**src/rtl/bfiq_pkg.sv**
```systemverilog
// shared constants, types and codes of the bloom filter insert/query block
package bfiq_pkg;

    localparam int MAX_LOG_BITS = 16;
    localparam int MIN_LOG_BITS = 9;
    localparam int MAX_PROBES   = 32;

    localparam int FP_W        = 64;
    localparam int PROBE_W     = 6;
    localparam int LOG_W       = 5;
    localparam int CFG_INDEX_W = 2;
    localparam int CFG_DATA_W  = 6;

    localparam int IDX_W   = MAX_LOG_BITS;
    localparam int WORD_W  = 64;
    localparam int BIT_W   = $clog2(WORD_W);
    localparam int WORDS   = (2 ** IDX_W) / WORD_W;
    localparam int WADDR_W = $clog2(WORDS);
    localparam int CNT_W   = $clog2(MAX_PROBES + 1);

    localparam int QUEUE_DEPTH = 2;
    localparam int CAPACITY    = QUEUE_DEPTH + 2;

    localparam int IN_TDATA_W  = ((2 * FP_W + 7) / 8) * 8;
    localparam int OUT_TDATA_W = 8;

    localparam logic [CFG_INDEX_W-1:0] REG_PROBE_COUNT = CFG_INDEX_W'(0);
    localparam logic [CFG_INDEX_W-1:0] REG_LOG_BITS    = CFG_INDEX_W'(1);

    localparam logic ACT_QUERY = 1'b0;
    localparam logic ACT_ADD   = 1'b1;

    typedef struct packed {
        logic             action;
        logic [IDX_W-1:0] base;
        logic [IDX_W-1:0] stride;
        logic [IDX_W-1:0] mask;
        logic [CNT_W-1:0] probes;
    } bfiq_job_t;

endpackage

```
**src/rtl/bfiq_queue.sv**
```systemverilog
// short job queue between the front end and the probe engine
module bfiq_queue
    import bfiq_pkg::*;
(
    input  logic      clk,
    input  logic      rst_n,
    input  logic      push_valid,
    output logic      push_ready,
    input  bfiq_job_t push_job,
    output logic      pop_valid,
    input  logic      pop_ready,
    output bfiq_job_t pop_job
);

    localparam int PTR_W = (QUEUE_DEPTH > 1) ? $clog2(QUEUE_DEPTH) : 1;
    localparam int FILL_W = $clog2(QUEUE_DEPTH + 1);

    bfiq_job_t          slot_reg [QUEUE_DEPTH];
    logic [PTR_W-1:0]   wr_ptr_reg;
    logic [PTR_W-1:0]   rd_ptr_reg;
    logic [FILL_W-1:0]  fill_reg;
    logic               do_push;
    logic               do_pop;

    assign push_ready = (fill_reg != FILL_W'(QUEUE_DEPTH));
    assign pop_valid  = (fill_reg != '0);
    assign pop_job    = slot_reg[rd_ptr_reg];
    assign do_push    = push_valid && push_ready;
    assign do_pop     = pop_valid && pop_ready;

    function automatic logic [PTR_W-1:0] ptr_inc(input logic [PTR_W-1:0] p);
        if (p == PTR_W'(QUEUE_DEPTH - 1))
            return '0;
        else
            return p + PTR_W'(1);
    endfunction

    always_ff @(posedge clk or negedge rst_n)
    begin
        if (!rst_n)
        begin
            wr_ptr_reg <= '0;
            rd_ptr_reg <= '0;
            fill_reg   <= '0;
        end
        else
        begin
            if (do_push)
                wr_ptr_reg <= ptr_inc(wr_ptr_reg);
            if (do_pop)
                rd_ptr_reg <= ptr_inc(rd_ptr_reg);
            if (do_push && !do_pop)
                fill_reg <= fill_reg + FILL_W'(1);
            else if (do_pop && !do_push)
                fill_reg <= fill_reg - FILL_W'(1);
        end
    end

    always_ff @(posedge clk)
    begin
        if (do_push)
            slot_reg[wr_ptr_reg] <= push_job;
    end

endmodule

```
**config.mk**
```make
export PLATFORM = sky130hd
export DESIGN_NAME = bfiq_queue
export DESIGN_NICKNAME = d
export VERILOG_FILES = /design/src/rtl/bfiq_pkg.sv /design/src/rtl/bfiq_queue.sv
export SDC_FILE = /design/constraint.sdc
export NUM_CORES = 1
export LEC_CHECK = 0
export ABC_AREA = 0
export BUFFER_PORTS_ARGS = -buffer_cell sky130_fd_sc_hd__buf_2
export CAP_MARGIN = 20
export CORE_MARGIN = 2
export CORE_UTILIZATION = 54
export CTS_BUF_LIST = sky130_fd_sc_hd__clkbuf_8
export CTS_CLUSTER_DIAMETER = 60
export CTS_CLUSTER_SIZE = 28
export DETAILED_ROUTE_END_ITERATION = 10
export PLACE_DENSITY = 0.83
export SYNTH_ARGS = -nofsm -noshare
export SYNTH_HDL_FRONTEND = slang
export SYNTH_SLANG_ARGS = --single-unit
```
**constraint.sdc**
```tcl
create_clock -name clk -period 4.76 [get_ports clk]
set_input_delay 0.952 -clock clk [delete_from_list [all_inputs] [get_ports clk]]
set_output_delay 0.952 -clock clk [all_outputs]
set_load 0.005 [all_outputs]
```
# == Word level (Yosys, flattened, before mapping) ==
# Memories as Yosys holds them, arrays and structs flattened.
# Cells that the tools add are included.
# totals
ff_bits,4
mem_bits_rw,110
in_bits,59
out_inout_bits,57
elab_cells,23
mem_count,1
# memory_table
memory,depth,word_bits,read_ports,rd_ports_with_merged_regs,wr,line_no,rtl
slot_reg,2,55,1,0,1,bfiq_queue.sv:18,bfiq_job_t slot_reg [QUEUE_DEPTH];
# classes
addsub,4
eq_ne,1
mux,6
reduce_logical,8
# ops
operator,n
1-bit logical AND,4
1-bit two-way mux,4
2-bit two-way mux,2
2-bit nonzero test,2
"1-bit adder, second input constant",2
"2-bit by 1-bit adder with 2-bit output, second input constant",1
1-bit logical NOT,2
"2-bit inequality test, second input constant",1
"2-bit by 1-bit subtractor with 2-bit output, second input constant",1

# == Depth between registers and ports, before layout ==
# logic_depth
ltp_word,6
ltp_mapped,7
mapped_depth_nobuf,7

# == Least setup slack after synthesis ==
# No wires, ideal clock.
# synth_timing
path_kind,input-to-reg
start,in push_valid
end,mem slot_reg[0][0] (netlist bit) (enable)
setup_ps,468
arrival_ps,3346
t_required_ps,4292
slack_ps,947
path_stages,2
n_path_buf,0
path_cell_list,nand2_1 nor2_1
# synth_between
elab_chain_len,3
# synth_lines
element,line_no,rtl
from (decl),bfiq_queue.sv:7,"input logic push_valid,"
1-bit logical AND,bfiq_queue.sv:28,assign do_push = push_valid && push_ready;
1-bit two-way mux,bfiq_queue.sv:61,if (do_push)
1-bit two-way mux (not written as such),bfiq_queue.sv:62,slot_reg[wr_ptr_reg] <= push_job;
to (decl),bfiq_queue.sv:18,
# No other way between the ends.

==> impl_summary.log <==
INFO  metric run_status = finished, final reports clean
INFO  metric clockRootBuffer = sky130_fd_sc_hd__clkbuf_8
INFO  metric r2r_slack = 2.50 ns
INFO  metric syn_nets = 249
INFO  metric critical_path.reg2reg.startpoint = fill_reg[0]
INFO  metric post_route_cells_drive_above_1_share = 60.8%
INFO  metric power.switching_fraction = 26.1%
INFO  metric type_of_the_setup_path_with_the_least_slack = register to output port
INFO  metric use_met2 = 27.0%
INFO  metric grt_use_total = 16.9%
INFO  metric synthesized_area_per_cell = 22.9 µm²
INFO  metric internal_power = 2.43 mW
INFO  metric clock_power_share = 27.0%
INFO  metric dominant_combinational_cell_family_by_area_after_synthesis = multiplexers
INFO  metric postSynth.asyncResetShare = 3.51%
INFO  metric routed_wire_length_per_instance = 16.0 µm
INFO  metric grtUsageMet1 = 19.3%
INFO  metric place_hpwl = 4.53 mm
INFO  metric dp_cells = 402
INFO  metric timing.hold.worst.class = input port to asynchronous set/reset pin
INFO  metric crit-reg2reg-capture = slot_reg[0][5]
INFO  metric crit_path_max_incr_delay = 1.04 ns
INFO  metric placementRows = 32
INFO  metric dp_slack = 2.03 ns
INFO  metric viasPerCell = 4.93
INFO  metric combPwrFrac = 25.7%
INFO  metric die_h = 93.5 µm
INFO  metric dieArea = 0.00875 mm²
INFO  metric synth_xor_area_share = 1.01%
INFO  metric crit_chain = mux2_2, buf_2
INFO  metric most-common-layout-cells = 115 x sky130_fd_sc_hd__buf_2, 110 x sky130_fd_sc_hd__edfxtp_1, 40 x sky130_fd_sc_hd__mux2_4
INFO  metric cellPowerDensity = 609 mW/mm²
INFO  metric post_cts_buffers = 0
INFO  metric layout_worst_path_cycle_share = 63.3%
INFO  metric number_of_antenna_violations_at_the_first_check_in_global_routing = 1
INFO  metric timing.critical_path.to_type = output port
INFO  metric cts_hold_repair.buffers = 0
INFO  metric cts_tree = done
INFO  metric achievable-frequency = 332 MHz
INFO  metric pin_count = 116
INFO  metric crit_path_max_fanout = 56
INFO  metric hold_viol_final = 0
INFO  metric synth_compound_area_share = 0%
INFO  metric numPortBuffers = 115
INFO  metric synth.ff_latch_count = 114
INFO  metric critical_path_arrival = 2.06 ns
INFO  metric fin_skew = 0.0106 ns
INFO  metric dr.first_iter.drc_count = 85
INFO  metric drt_first_pass_iters = 4
INFO  metric timing.final.max_slew_violations = 0
INFO  metric core-area = 0.00773 mm²
INFO  metric actual_slew_at_the_worst_max_slew_pin = 0.957 ns
INFO  metric synth_fa_ha_area_share = 0.289%
INFO  metric antenna_violating_nets_post_route = 0
INFO  metric grt_max_degree = 57
INFO  metric finalNetCount = 379
INFO  metric rsz_0062_raised_after_global_routing = no
INFO  metric remaining_drc_errors = 0
INFO  metric n_antenna_cell = 0
INFO  metric globalRoute.totalOverflow = 0
INFO  metric clock_path_buffers = 2
INFO  metric setup.worst_path.start = rd_ptr_reg
INFO  metric grt_pass1_vias = 2203
INFO  metric synth_area = 0.00433 mm²
INFO  metric cts_htree_levels = 4
INFO  metric largest_reg_flops = 110
INFO  metric die-width = 93.5 µm
INFO  metric reg_clk_slew_reported_paths = 0.06 ns
INFO  metric fin_tns_setup = 0 ns
INFO  metric synth_simple_gate_area_share = 0.781%
INFO  metric seq_area_frac_synth = 78.6%
INFO  metric fin_worst_hold_slack = 0.344 ns
INFO  metric worst_vdd_drop = 0.415 mV
INFO  metric routed-via-count = 2141
INFO  metric grt.busiest_layer = met2
INFO  metric start_util = 56.0%
INFO  metric final_cells = 434
INFO  metric number_of_synthesized_flops_with_an_enable_pin = 110
INFO  metric yosysWarnings = 0
INFO  metric setup.worst_path.start_class = register
INFO  metric synth-main-ff-cell = sky130_fd_sc_hd__edfxtp_1
INFO  metric total_clock_buffers_created_by_cts = 17
INFO  metric post-route-min-period = 3.01 ns
INFO  metric global_route.usage.met3 = 8.70%
INFO  metric synth_cells = 189
INFO  metric mux_share_of_post_synthesis_cell_area = 17.8%
INFO  metric timing.reg2reg.worst_path_depth = 4
INFO  metric mostFrequentLayoutCell = sky130_fd_sc_hd__buf_2
INFO  metric crit_path_top_delay_cell = sky130_fd_sc_hd__dfrtp_4
INFO  metric worst-endpoint-required = 3.81 ns
INFO  metric total_leakage_power = 2.19 nW
INFO  metric first_pass_grt_wire_length = 10.5 mm
INFO  metric relSlewSlack = 36.2%
INFO  metric layout.filler_cells = 508
INFO  metric drv.max_cap_violation_count = 0
INFO  metric wirelength = 6.96 mm
INFO  metric setup_ws = 1.75 ns
INFO  metric synthDistinctLibCells = 15
INFO  metric routability_driven_placement_congestion_ratio = 0.728
INFO  metric clock_latency_on_the_worst_skew_pair = 0.41 ns
INFO  metric timing.final.setup_violations = 0
INFO  metric post_cts.resized_instances = 0
INFO  metric tritoncts_num_sinks = 114
INFO  metric area_delta_synth_final = 24.9%
INFO  metric power.net_switching = 0.858 mW
INFO  metric sequentialPowerShare = 47.3%
power by group through the flow:
stage	sequential (mW)	combinational, mW	clock (mW)
finish	1.56	0.846	0.888
detailed placement	1.58	0.853	0
global placement	1.57	0.841	0
global route	1.59	0.914	0.945
floorplan	1.45	0.670	0
CTS	1.56	0.860	0.905
cells in the mapped netlist, types with 2 or more instances:
| cell | number | share of area [%] |
|---|---|---|
| sky130_fd_sc_hd__buf_6 | 5 | 1.3 |
| sky130_fd_sc_hd__xor2_1 | 2 | 0.40 |
| sky130_fd_sc_hd__nor2_1 | 2 | 0.17 |
| sky130_fd_sc_hd__xnor2_1 | 3 | 0.61 |
| sky130_fd_sc_hd__nand2_1 | 2 | 0.17 |
| sky130_fd_sc_hd__mux2_4 | 40 | 14 |
| sky130_fd_sc_hd__mux2_2 | 15 | 3.9 |
| sky130_fd_sc_hd__dfrtp_1 | 4 | 2.3 |
| sky130_fd_sc_hd__edfxtp_1 | 110 | 76 |
worst max path at each step:
stage                           end  slack, ns  depth (start not counted)
floorplan            slot_reg[0][0]       0.95                          2
global placement    slot_reg[0][52]       2.06                          4
detailed placement  slot_reg[0][16]       2.03                          4
CTS                     pop_job[31]       1.72                          2
global route            pop_job[26]       1.65                          2
finish                  pop_job[33]       1.75                          2
stage by stage:
step           power [mW]  util (%)  cell area [µm²]
6_report             3.29      69.9             5410
5_1_grt              3.45      69.9             5410
4_1_cts              3.33      69.9             5410
3_5_place_dp         2.44      64.7             5000
3_3_place_gp         2.41      64.7             5000
2_1_floorplan        2.12         -             4330
routing by layer:
| metal | part of all wire [%] | up-vias |
|---|---|---|
| met3 | 8.4 | 12 |
| met1 | 39 | 1037 |
| met2 | 51 | 87 |
| met4 | 1.2 | 2 |
| met5 | 0.23 | - |
| li1 | - | 1003 |
cells by family (layout without fill, tap and decap cells):
logic type / after synthesis / count (layout)
flip-flops: 114 / 114
multiplexers: 55 / 55
AND/OR/NAND/NOR: 7 / 7
buffers and inverters: 7 / 150
XOR/XNOR: 5 / 5
adder cells (fa/ha/maj): 1 / 1
area by class of cell:
cell class / instances / area [µm²] / share of cell area, %
Timing Repair Buffer: 117 / 591 / 10.9
Clock inverter: 9 / 91.3 / 1.69
Clock buffer: 23 / 317 / 5.86
Tap cell: 102 / 128 / 2.36
Multi-Input combinational cell: 68 / 868 / 16.1
Inverter: 1 / 3.75 / 0.0694
Sequential cell: 114 / 3410 / 63.0
worst max-delay path, delay by kind of cell, from the launching register on:
kind	cells	cell delay (ns)
buffers and inverters	1	0.13
muxes	1	0.43
DFF	1	1.04
(Power assumes the default switching activity.)
