<file path="config.mk">
export PLATFORM = sky130hd
export DESIGN_NAME = bfiq_front
export DESIGN_NICKNAME = d
export VERILOG_FILES = /design/src/rtl/bfiq_pkg.sv /design/src/rtl/bfiq_front.sv
export SDC_FILE = /design/constraint.sdc
export NUM_CORES = 1
export LEC_CHECK = 0
export ABC_AREA = 1
export CAP_MARGIN = 20
export CORE_AREA = 2 2 78 80
export CTS_CLUSTER_DIAMETER = 150
export DETAILED_ROUTE_END_ITERATION = 8
export DIE_AREA = 0 0 80 82
export DONT_BUFFER_PORTS = 1
export PLACE_DENSITY = 0.35
export SETUP_SLACK_MARGIN = 0.2
export SLEW_MARGIN = 10
export SYNTH_ARGS = -nofsm -noshare
export SYNTH_HDL_FRONTEND = slang
export SYNTH_SLANG_ARGS = --single-unit
</file>
<file path="constraint.sdc">
create_clock -name clk -period 1 [get_ports clk]
set_clock_uncertainty 0.2 [all_clocks]
set_input_delay 0.1 -clock clk [delete_from_list [all_inputs] [get_ports clk]]
set_output_delay 0.1 -clock clk [all_outputs]
set_load 0.05 [all_outputs]
</file>
<file path="src/rtl/bfiq_pkg.sv">
// shared constants, types and codes of the bloom filter insert/query block
package bfiq_pkg;

    localparam int MAX_LOG_BITS = 16;
    localparam int MIN_LOG_BITS = 9;
    localparam int MAX_PROBES   = 32;

    localparam int FP_W        = 64;
    localparam int PROBE_W     = 6;
    localparam int LOG_W       = 5;
    localparam int CFG_INDEX_W = 2;
    localparam int CFG_DATA_W  = 6;

    localparam int IDX_W   = MAX_LOG_BITS;
    localparam int WORD_W  = 64;
    localparam int BIT_W   = $clog2(WORD_W);
    localparam int WORDS   = (2 ** IDX_W) / WORD_W;
    localparam int WADDR_W = $clog2(WORDS);
    localparam int CNT_W   = $clog2(MAX_PROBES + 1);

    localparam int QUEUE_DEPTH = 2;
    localparam int CAPACITY    = QUEUE_DEPTH + 2;

    localparam int IN_TDATA_W  = ((2 * FP_W + 7) / 8) * 8;
    localparam int OUT_TDATA_W = 8;

    localparam logic [CFG_INDEX_W-1:0] REG_PROBE_COUNT = CFG_INDEX_W'(0);
    localparam logic [CFG_INDEX_W-1:0] REG_LOG_BITS    = CFG_INDEX_W'(1);

    localparam logic ACT_QUERY = 1'b0;
    localparam logic ACT_ADD   = 1'b1;

    typedef struct packed {
        logic             action;
        logic [IDX_W-1:0] base;
        logic [IDX_W-1:0] stride;
        logic [IDX_W-1:0] mask;
        logic [CNT_W-1:0] probes;
    } bfiq_job_t;

endpackage

</file>
<file path="src/rtl/bfiq_front.sv">
// front end: configuration registers and classification of incoming beats
module bfiq_front
    import bfiq_pkg::*;
(
    input  logic                   clk,
    input  logic                   rst_n,
    input  logic                   cfg_we,
    input  logic [CFG_INDEX_W-1:0] cfg_index,
    input  logic [CFG_DATA_W-1:0]  cfg_data,
    input  logic                   s_tvalid,
    output logic                   s_tready,
    input  logic                   s_tuser,
    input  logic [IN_TDATA_W-1:0]  s_tdata,
    input  logic                   clear_done,
    output logic                   push_valid,
    input  logic                   push_ready,
    output bfiq_job_t              push_job
);

    logic [PROBE_W-1:0] probe_count_reg;
    logic [LOG_W-1:0]   log_bits_reg;
    logic [LOG_W-1:0]   eff_log;
    logic [CNT_W-1:0]   eff_probes;
    logic [IDX_W-1:0]   mask;

    always_ff @(posedge clk or negedge rst_n)
    begin
        if (!rst_n)
        begin
            probe_count_reg <= PROBE_W'(1);
            log_bits_reg    <= LOG_W'(16);
        end
        else if (cfg_we)
        begin
            case (cfg_index)
                REG_PROBE_COUNT: probe_count_reg <= cfg_data[PROBE_W-1:0];
                REG_LOG_BITS:    log_bits_reg    <= cfg_data[LOG_W-1:0];
                default:         ;
            endcase
        end
    end

    // clamp the bit count and the probe count to the supported ranges
    always_comb
    begin
        if (log_bits_reg < LOG_W'(MIN_LOG_BITS))
            eff_log = LOG_W'(MIN_LOG_BITS);
        else if (log_bits_reg > LOG_W'(MAX_LOG_BITS))
            eff_log = LOG_W'(MAX_LOG_BITS);
        else
            eff_log = log_bits_reg;

        if (probe_count_reg > PROBE_W'(MAX_PROBES))
            eff_probes = CNT_W'(MAX_PROBES);
        else
            eff_probes = CNT_W'(probe_count_reg);

        for (int b = 0; b < IDX_W; b++)
            mask[b] = (LOG_W'(b) < eff_log);
    end

    // only the low index bits of the fingerprint halves reach the store
    assign push_job.action = s_tuser;
    assign push_job.base   = s_tdata[IDX_W-1:0];
    assign push_job.stride = s_tdata[FP_W+IDX_W-1:FP_W];
    assign push_job.mask   = mask;
    assign push_job.probes = eff_probes;

    assign s_tready   = push_ready && clear_done;
    assign push_valid = s_tvalid && clear_done;

endmodule

</file>
---- Word level (Yosys, flattened, before mapping) ----
Cells that the tools add are included.
cells by class
  $lt $le $gt $ge ......................... 19
  equality and inequality tests ........... 1
  multiplexer cells ....................... 3
  reductions and logical operators ........ 5
operator list
  cell                                                         number
  less-than comparator 4 x 5 -> 1 bit (first input constant)   8
  less-than comparator 3 x 5 -> 1 bit (first input constant)   4
  less-than comparator 1 x 5 -> 1 bit (first input constant)   2
  less-than comparator 2 x 5 -> 1 bit (first input constant)   2
  two-way mux 5 bit                                            2
  greater-than comparator 6 bit (second input constant)        1
  two-way mux 6 bit                                            1
  greater-than comparator 5 bit (second input constant)        1
  less-than comparator 5 x 4 -> 1 bit (second input constant)  1
  AND reduction 2 bit                                          2
  == test 2 x 1 -> 1 bit (second input constant)               1
  logical AND 1 bit                                            2
  zero test 2 bit                                              1
word-level totals
  bits in registers ....................... 11

---- Logic depth before layout (Yosys ltp) ----
Gate-level depths: netlist (run 1).
  depth after elaboration ................. 4
  mapped depth ............................ 6
  gate-level depth less buffers ........... 6

---- Least setup slack after synthesis (run 1) ----
No wires, ideal clock.
  kind .................................... reg2out
  from .................................... register log_bits_reg[4]
  to ...................................... output port push_job[19] in the netlist's numbering
  data arrival time ....................... 1643 ps
  data required time ...................... 700 ps
  path slack .............................. -943 ps
  stages on the path, launching flop included .. 4
  cell sequence ........................... dfstp_2 inv_1 nand3_1 o21ai_0
RTL lines
  item                    RTL line          source
  from (decl)             bfiq_front.sv:21  logic [LOG_W-1:0] log_bits_reg;
  from (signal assigned)  bfiq_front.sv:37  REG_LOG_BITS: log_bits_reg <= cfg_data[LOG_W-1:0];
  to (decl)               bfiq_front.sv:17  output bfiq_job_t push_job

==> results.json, run 1 <==
{
  "status": "finished with violations",
  "violations": "negative hold slack, negative setup slack",
  "multiInputGateArea_um2": 410,
  "crit_path_start_kind": "flip-flop",
  "cts_tree": "done",
  "utilization": 0.224,
  "synth_compound_area_frac": 0.0798,
  "slew_headroom": 0.657,
  "dr.first_iter.drc_count": 20,
  "finalCriticalPeriod_ns": 1.65,
  "yosys.area_share.xor_xnor": 0,
  "vdd_drop_max_uv": 664,
  "die_w_um": 80,
  "numClockSinks": 11,
  "synthTopCellsByCount": "42 x buf_4, 20 x nand2_1, 18 x inv_1",
  "whs_ns": -0.300,
  "dp.cells": 189,
  "cts_htree_levels": 1,
  "track_usage": 0.0619,
  "reg2reg_slack_ns": -0.18,
  "antenna_found_initial": 0,
  "drt_wl_total_um": 2210,
  "area_growth_pct": 39.2,
  "synthArstFlopShare": 1.00,
  "hold_path.class": "input pin to async pin",
  "final_cell_area_mm2": 0.00129,
  "power.density_mw_per_mm2": 1910,
  "worstSkewPairLatency_ns": 0.23,
  "largest_register_ffs": 6,
  "fillers": 648,
  "final_max_slew_viol_count": 0,
  "worst_pin_slew_ns": 0.514,
  "yosys.area.top_type": "buf_4",
  "drt_pre_antenna_iters": 2,
  "yosys.area_share.simple": 0.184,
  "grt_max_degree": 12,
  "initial_core_util": 0.161,
  "yosys_register_bits": 11,
  "r2r-start": "log_bits_reg[4]",
  "maxCapViolCount": 0,
  "p_leak_nw": 0.597,
  "period_share": 1.65,
  "clockBufferDepth": 2,
  "antenna_cells": 0,
  "avgSynthCellArea_um2": 7.22,
  "synth_area_leaders": "buf_4 34%, dfrtp_1 24%, nand2_1 8.1%, inv_1 7.3%, dfstp_2 5.7%",
  "crit_path_end_kind": "output pin",
  "cts_root_buf": "clkbuf_8",
  "reg2reg_depth": 3,
  "cp_max_fo": 3,
  "ios": 200,
  "ys_seq_area_frac": 0.300,
  "port_buffers": 0,
  "synth_warnings": 0,
  "die_area_mm2": 0.00656,
  "setup.worst_path.class": "flip-flop to output pin",
  "grt_pass1_vias": 671,
  "synth_edf_count": 0,
  "final_antenna_net_count": 0,
  "clk_transition_reported_paths_ns": 0.05,
  "postCtsHoldBufs": 1,
  "viasPerCell": 3.39,
  "die_h_um": 82,
  "stdcell_count": 199,
  "ys_types": 18,
  "synth_top_family_by_area": "buffers and inverters",
  "synth-adder-area-share": 0,
  "drc": 0,
  "cp.required_ns": 0.70,
  "grt-ovfl-total": 0,
  "crit_start": "log_bits_reg[3]",
  "cp.arrival_ns": 1.35,
  "synth_most_common_cell": "buf_4",
  "yosysTopAreaCellShare": 0.341,
  "rsz0062_at_grt": "true",
  "dpl_cell_area_mm2": 0.00109,
  "synth_area_um2": 925,
  "finalHoldViolations": 20,
  "fin_nets": 268,
  "cts-buffers-inserted": 3,
  "synth_cells": 128,
  "detail_route.wl_per_cell_um": 11.1,
  "core_area_mm2": 0.00575,
  "rows": 28,
  "vias": 674,
  "routabilityCongestion": 0.743,
  "endpoint": "push_job[18]",
  "grt_pass1_wl_um": 3150,
  "rr_endpoint": "log_bits_reg[4]",
  "dpl.hpwl_um": 1830,
  "drive_gt1_frac": 0.573,
  "fin_ws_ns": -0.651,
  "synth.area.mux_share": 0,
  "area.sequential_um2": 283,
  "ys.flop_type": "dfrtp_1",
  "fmax_mhz": 606,
  "setup-violations-final": 16
}
## kinds of logic (layout without fill, tap and decap cells)
| family | after synthesis | count (layout) |
|---|---|---|
| compound gates | 13 | 13 |
| buf+inv | 64 | 52 |
| flops | 11 | 11 |
| other cells | 1 | 9 |
| simple gates | 39 | 39 |
## critical path, stage by stage (launching register included)
cell and delay [ns]:
dfrtp_1 0.39, inv_1 0.08, nor3_2 0.20, nand3_2 0.13, nand2_4 0.09, clkinvlp_4 0.23
## layer usage
layer  up-vias  routed length [um]  global-route usage
li1        330                   -                   -
met1       298                 797              0.0641
met2        44                1040              0.0967
met3         2                 359              0.0549
met4         0                   4             0.00847
met5         -                   0                   0
## area by class of cell
cell class                 instances  area share
clock buffer                       4      0.0350
inverter                          19      0.0612
multi-input combinational         61       0.319
sequential                        11       0.220
tap                               75      0.0729
timing repair buffer              29       0.293
## through the flow
step,setup TNS [ns],worst slack [ns],hold slack [ns],power (mW)
after floorplan,-2.78,-0.436,-0.396,1.77
after global placement,-3.40,-0.429,-0.395,1.83
after detailed placement,-3.58,-0.453,-0.395,1.84
after CTS,-6.66,-0.658,-0.204,2.40
after global routing,-7.60,-0.715,-0.263,2.59
final,-6.77,-0.651,-0.300,2.46
## power breakdown
part | internal, mW | switching, mW | leakage [nW]
logic | 0.595 | 0.811 | 0.446
registers | 0.533 | 0.0917 | 0.128
clock network | 0.278 | 0.149 | 0.0228
## placed cells by master (no fill, tap or decap), drive strengths merged, types with 2 or more instances in the layout
| cell | synthesis | routed |
|---|---|---|
| conb | 1 | 9 |
| clkinvlp | 0 | 2 |
| nand3 | 5 | 5 |
| nor2 | 11 | 11 |
| buf | 43 | 28 |
| dfstp | 2 | 2 |
| clkbuf | 2 | 4 |
| inv | 19 | 17 |
| o21ai | 11 | 11 |
| dfrtp | 9 | 9 |
| nand2 | 20 | 20 |
| nor3 | 2 | 2 |
## timing repair
action                                 4_1_cts  5_1_grt
resized for setup                           19       16
setup buffers                                2        3
pin swaps                                    5        6
endpoints found under the hold margin       22       20
gates cloned                                 0        0
setup endpoints to repair                   24       35
## worst min path at each step
stage,start,end,slack [ns]
after floorplan,rst_n,log_bits_reg[0],-0.40
after global placement,rst_n,log_bits_reg[1],-0.39
after detailed placement,rst_n,log_bits_reg[3],-0.39
after CTS,cfg_data[0],probe_count_reg[0],-0.20
after global routing,rst_n,probe_count_reg[4],-0.26
final,rst_n,probe_count_reg[4],-0.30
(Power assumes the default switching activity.)
==> run 2, diff against run 1 <==
--- a/config.mk
+++ b/config.mk
@@ -14,6 +14,7 @@
 export DONT_BUFFER_PORTS = 1
 export PLACE_DENSITY = 0.35
 export SETUP_SLACK_MARGIN = 0.2
+export SKIP_CTS_REPAIR_TIMING = 1
 export SLEW_MARGIN = 10
 export SYNTH_ARGS = -nofsm -noshare
 export SYNTH_HDL_FRONTEND = slang
==> constraint.sdc (replaced) <==
create_clock -name clk -period 1 [get_ports clk]
set_clock_uncertainty 0.2 [all_clocks]
set_input_delay 0.05 -clock clk [delete_from_list [all_inputs] [get_ports clk]]
set_output_delay 0.05 -clock clk [all_outputs]
set_load 0.05 [all_outputs]
==> run 2 against run 1 <==
The run still ends with negative hold slack, negative setup slack left. Setup slack improved by 0.037 ns. Global-route usage rose by 0.14 points. Total power fell by 3.0%. Final cell count fell by 1.0%. Die area did not move.
==> results.json, run 2 (synthesis gave the netlist of run 1 again) <==
{
  "status": "finished with violations",
  "violations": "negative hold slack, negative setup slack",
  "dp.cells": 191,
  "antenna_cells": 0,
  "p_leak_nw": 0.560,
  "fin_tns_setup_ns": -5.86,
  "antenna_found_initial": 0,
  "p_int_mw": 1.34,
  "slowest_delay_ns": 0.40,
  "cp.arrival_ns": 1.36,
  "pwr-share-clk": 0.184,
  "path_buf_inv": 2,
  "track_usage": 0.0633,
  "reg2reg_slack_ns": 0,
  "grt_pass1_wl_um": 3240,
  "die_h_um": 82,
  "power.density_mw_per_mm2": 1960,
  "largest_register_ffs": 6,
  "initial_core_util": 0.161,
  "grt-ovfl-total": 0,
  "fin_nets": 266,
  "period_share": 1.61,
  "maxCapViolCount": 0,
  "setup.worst_path.class": "flip-flop to output pin",
  "dpl_cell_area_mm2": 0.00108,
  "seqPwrFrac": 0.255,
  "drt_wl_total_um": 2170,
  "fmax_mhz": 620,
  "layout_common_cells": "13 x inv_1, 13 x nand2_1, 12 x buf_4, 9 x conb_1",
  "dr.first_iter.drc_count": 18,
  "drive_gt1_frac": 0.516,
  "drc": 0,
  "grt_max_degree": 12,
  "rr_endpoint": "log_bits_reg[4]",
  "grt_util_met3": 0.0484,
  "final_max_slew_viol_count": 0,
  "routabilityCongestion": 0.814,
  "use_met2": 0.0900,
  "finalCriticalPeriod_ns": 1.61,
  "crit_start": "log_bits_reg[3]",
  "detail_route.wl_per_cell_um": 11.0,
  "crit_path_cell_trace": "inv_1, nor3_1, nand3_2, nand2_4, clkinvlp_4",
  "busiest_layer": "met2",
  "swShare": 0.436,
  "crit_path_start_kind": "flip-flop",
  "grt_pass1_vias": 678,
  "vdd_drop_max_uv": 505,
  "clockBufferDepth": 2,
  "worst_pin_slew_ns": 0.500,
  "area_growth_pct": 31.5,
  "vias": 674,
  "holdCritStartpoint": "cfg_data[5]",
  "rows": 28,
  "slowest_stage": "dfrtp_1",
  "die_w_um": 80,
  "cts-buffers-inserted": 3,
  "hold_end": "probe_count_reg[5]",
  "crit_path_end_kind": "output pin",
  "whs_ns": -0.225,
  "final_antenna_net_count": 0,
  "rsz0062_at_grt": "true",
  "cts_tree": "done",
  "use_met1": 0.0775,
  "viasPerCell": 3.42,
  "switchingPower_mw": 1.04,
  "slew_headroom": 0.665,
  "final_cell_area_mm2": 0.00122,
  "port_buffers": 0,
  "core_area_mm2": 0.00575,
  "power_mw": 2.38,
  "hold_path.class": "input pin to flip-flop",
  "dpl.hpwl_um": 1850,
  "whs_path_depth": 2,
  "ios": 200,
  "fin_ws_ns": -0.613,
  "worstSkewPairLatency_ns": 0.23,
  "cts_htree_levels": 1,
  "r2r-start": "log_bits_reg[4]",
  "setup-violations-final": 13,
  "cts_root_buf": "clkbuf_8",
  "clk_transition_reported_paths_ns": 0.05,
  "finalHoldViolations": 44,
  "cp.required_ns": 0.75,
  "combPwrFrac": 0.562,
  "die_area_mm2": 0.00656,
  "numClockSinks": 11,
  "cp_max_fo": 4,
  "drt_pre_antenna_iters": 3,
  "reg2reg_depth": 2,
  "crit_family": "simple AND/OR/NAND/NOR gates",
  "stdcell_count": 197
}
run 2: changes by cell type in the layout (fill, tap and decap cells not counted), sizes merged:
cell and delta:
dlymetal6s4s -1, buf -2, dlygate4sd3 +1
run 2: cell type report:
class	instances	area, um^2
repair buffers	27	323
fillers	667	4530
flip-flops and latches	11	279
multi-input cells	61	397
clock buffers	4	45.0
well taps	75	93.8
inverters	19	78.8
run 2: worst max-delay path by stage:
stage,end,slack (ns),cells after the start
2_1_floorplan,push_job[18],-0.39,5
5_1_grt,push_job[16],-0.66,5
4_1_cts,push_job[16],-0.68,4
3_3_place_gp,push_job[16],-0.39,4
3_5_place_dp,push_job[16],-0.42,4
6_report,push_job[18],-0.61,5
run 2: power by group through the flow:
stage	Clock [mW]	Sequential [mW]	Combinational [mW]
after floorplan	0	0.611	1.16
after detailed placement	0	0.602	1.24
after global routing	0.476	0.613	1.42
after CTS	0.456	0.595	1.24
final	0.437	0.607	1.34
after global placement	0	0.599	1.23
run 2: layer usage:
| metal | wire, um | share of wire |
|---|---|---|
| met1 | 830 | 0.38 |
| met2 | 942 | 0.43 |
| met3 | 385 | 0.18 |
| met4 | 7 | 0.0032 |
| met5 | 0 | 0 |
run 2: metrics by stage:
step                       util  hold slack, ns  setup slack [ns]
after CTS                 0.195          -0.699            -0.679
final                     0.212          -0.225            -0.613
after detailed placement  0.187          -0.445            -0.421
after floorplan               -          -0.446            -0.386
after global placement    0.187          -0.445            -0.388
after global routing      0.212          -0.205            -0.664
==> run 3, diff against run 2 <==
--- a/config.mk
+++ b/config.mk
@@ -12,7 +12,8 @@
 export DETAILED_ROUTE_END_ITERATION = 8
 export DIE_AREA = 0 0 80 82
 export DONT_BUFFER_PORTS = 1
-export PLACE_DENSITY = 0.35
+export PLACE_DENSITY = 0.34
+export RECOVER_POWER = 25
 export SETUP_SLACK_MARGIN = 0.2
 export SKIP_CTS_REPAIR_TIMING = 1
 export SLEW_MARGIN = 10
==> constraint.sdc (replaced) <==
create_clock -name clk -period 1.7 [get_ports clk]
set_clock_uncertainty 0.2 [all_clocks]
set_input_delay 0.085 -clock clk [delete_from_list [all_inputs] [get_ports clk]]
set_output_delay 0.085 -clock clk [all_outputs]
set_load 0.05 [all_outputs]
==> run 3 against run 2 <==
The run ends with negative hold slack left. Final area up 16%. Non-clock buffer count increased by 34. Sequential power is 40% lower. Critical path depth down 3. Register-to-register slack better by 0.48 ns. Via count increased by 21%. Total power is 38% lower. First-iteration DRC count rose by 44%. Global-route usage decreased by 0.10 points. Hold slack better by 0.19 ns. Clock power is 40% lower. Final cell count rose by 17%. Critical path type unchanged. Critical endpoint is now push_job[20].
==> results.json, run 3 (synthesis gave the netlist of run 1 again) <==
{
  "status": "finished with violations",
  "violations": "negative hold slack",
  "finalHoldViolations": 1,
  "grt_max_degree": 12,
  "dpl.hpwl_um": 1740,
  "worstSkewPairLatency_ns": 0.24,
  "r2r-start": "log_bits_reg[4]",
  "setup.worst_path.class": "flip-flop to output pin",
  "final_max_slew_viol_count": 0,
  "antenna_cells": 0,
  "track_usage": 0.0623,
  "whs_ns": -0.0327,
  "cts_root_buf": "clkbuf_8",
  "route.met3.wl_um": 243,
  "drt_wl_total_um": 2360,
  "rr_endpoint": "log_bits_reg[4]",
  "drive_gt1_frac": 0.244,
  "utilization": 0.246,
  "crit_path_cell_trace": "buf_4, a41o_2",
  "rsz0062_at_grt": "true",
  "rows": 28,
  "power_mw": 1.47,
  "die_w_um": 80,
  "whs_path_depth": 2,
  "cp.arrival_ns": 1.34,
  "multiInputGateArea_um2": 299,
  "cp_max_fo": 3,
  "core_area_mm2": 0.00575,
  "fillers": 657,
  "area.sequential_um2": 280,
  "crit_path_start_kind": "flip-flop",
  "antenna_found_initial": 0,
  "die_h_um": 82,
  "dr.first_iter.drc_count": 26,
  "reg2reg_slack_ns": 0.48,
  "largest_register_ffs": 6,
  "crit_family": "flip-flops",
  "dp_slack_ns": 0.300,
  "grt_pass1_vias": 591,
  "final_common_cell": "dlygate4sd3_1",
  "drc": 0,
  "period_share": 0.958,
  "setup-violations-final": 0,
  "dr_wl_met2_um": 1170,
  "grt-ovfl-total": 0,
  "numClockSinks": 11,
  "cts_tree": "done",
  "port_buffers": 0,
  "p_leak_nw": 0.672,
  "cts-buffers-inserted": 3,
  "ios": 200,
  "worst_pin_slew_ns": 0.529,
  "fin_nets": 300,
  "dp.cells": 178,
  "holdCritStartpoint": "cfg_we",
  "final_antenna_net_count": 0,
  "reg2reg_depth": 3,
  "finalCriticalPeriod_ns": 1.63,
  "cts_htree_levels": 1,
  "top_layer": "met4",
  "slowest_stage": "dfstp_2",
  "grt_pass1_wl_um": 3040,
  "clk_transition_reported_paths_ns": 0.05,
  "drt_pre_antenna_iters": 4,
  "fmax_mhz": 614,
  "fin_ws_ns": 0.0707,
  "slowest_delay_ns": 0.58,
  "clockBufferDepth": 2,
  "path_depth": 2,
  "path_buf_inv": 1,
  "vdd_drop_max_uv": 299,
  "cp.required_ns": 1.41,
  "wl_met1_um": 892,
  "vias": 818,
  "slew_headroom": 0.646,
  "crit_path_end_kind": "output pin",
  "area_growth_pct": 52.8,
  "layout_common_cells": "44 x dlygate4sd3_1, 19 x nand2_1, 15 x inv_1, 10 x buf_4",
  "hold_end": "probe_count_reg[0]",
  "routabilityCongestion": 0.630,
  "detail_route.wl_per_cell_um": 10.2,
  "die_area_mm2": 0.00656,
  "power.density_mw_per_mm2": 1040,
  "hold_path.class": "input pin to flip-flop",
  "initial_core_util": 0.161,
  "maxCapViolCount": 0,
  "stdcell_count": 231,
  "viasPerCell": 3.54
}
## run 3: cell types whose count changed in the layout (fill, tap and decap cells not counted), moves of 6 or more
cell	before	now
dlygate4sd3_1	1	44
nand2_1	13	19
nor2_4	7	1
o21ai_0	0	9
o21ai_1	8	1
## run 3: worst max-delay path by stage
stage	slack (ns)	endpoint	start
finish	0.07	push_job[20]	log_bits_reg[4]
global route	-0.005	push_job[18]	log_bits_reg[2]
CTS	0.03	push_job[18]	log_bits_reg[1]
detailed placement	0.30	push_job[18]	log_bits_reg[1]
global placement	0.33	push_job[18]	log_bits_reg[1]
floorplan	0.13	push_job[19]	log_bits_reg[4]
## run 3: worst reg2reg max path, delay by kind of cell, from the launching register on
kind / cells / cell delay [ns]
DFF: 1 / 0.58
AOI/OAI and AO/OA: 1 / 0.07
buffers and inverters: 1 / 0.23
and+or+nand+nor: 1 / 0.07
## run 3: area by class of cell
cell class	count	area share
multi-input cells	61	0.212
flip-flops and latches	11	0.198
well taps	75	0.0664
clock buffers	4	0.0319
repair buffers	61	0.439
inverters	19	0.0523
## run 3: per-layer routing
metal	track usage	up-vias
met4	0.0390	0
met2	0.0933	60
met1	0.0660	363
met3	0.0385	5
li1	-	390
met5	0	-
## run 3: power breakdown
part	switching, mW	leakage (nW)	internal [mW]	total, mW
clock network	0.0997	0.0228	0.165	0.264
logic	0.564	0.518	0.275	0.839
registers	0.0524	0.131	0.312	0.364
## run 3: per-stage QoR
step | setup TNS (ns) | area (um^2)
floorplan | 0 | 965
global placement | 0 | 858
detailed placement | 0 | 858
CTS | 0 | 903
global route | -0.00516 | 1410
finish | 0 | 1410
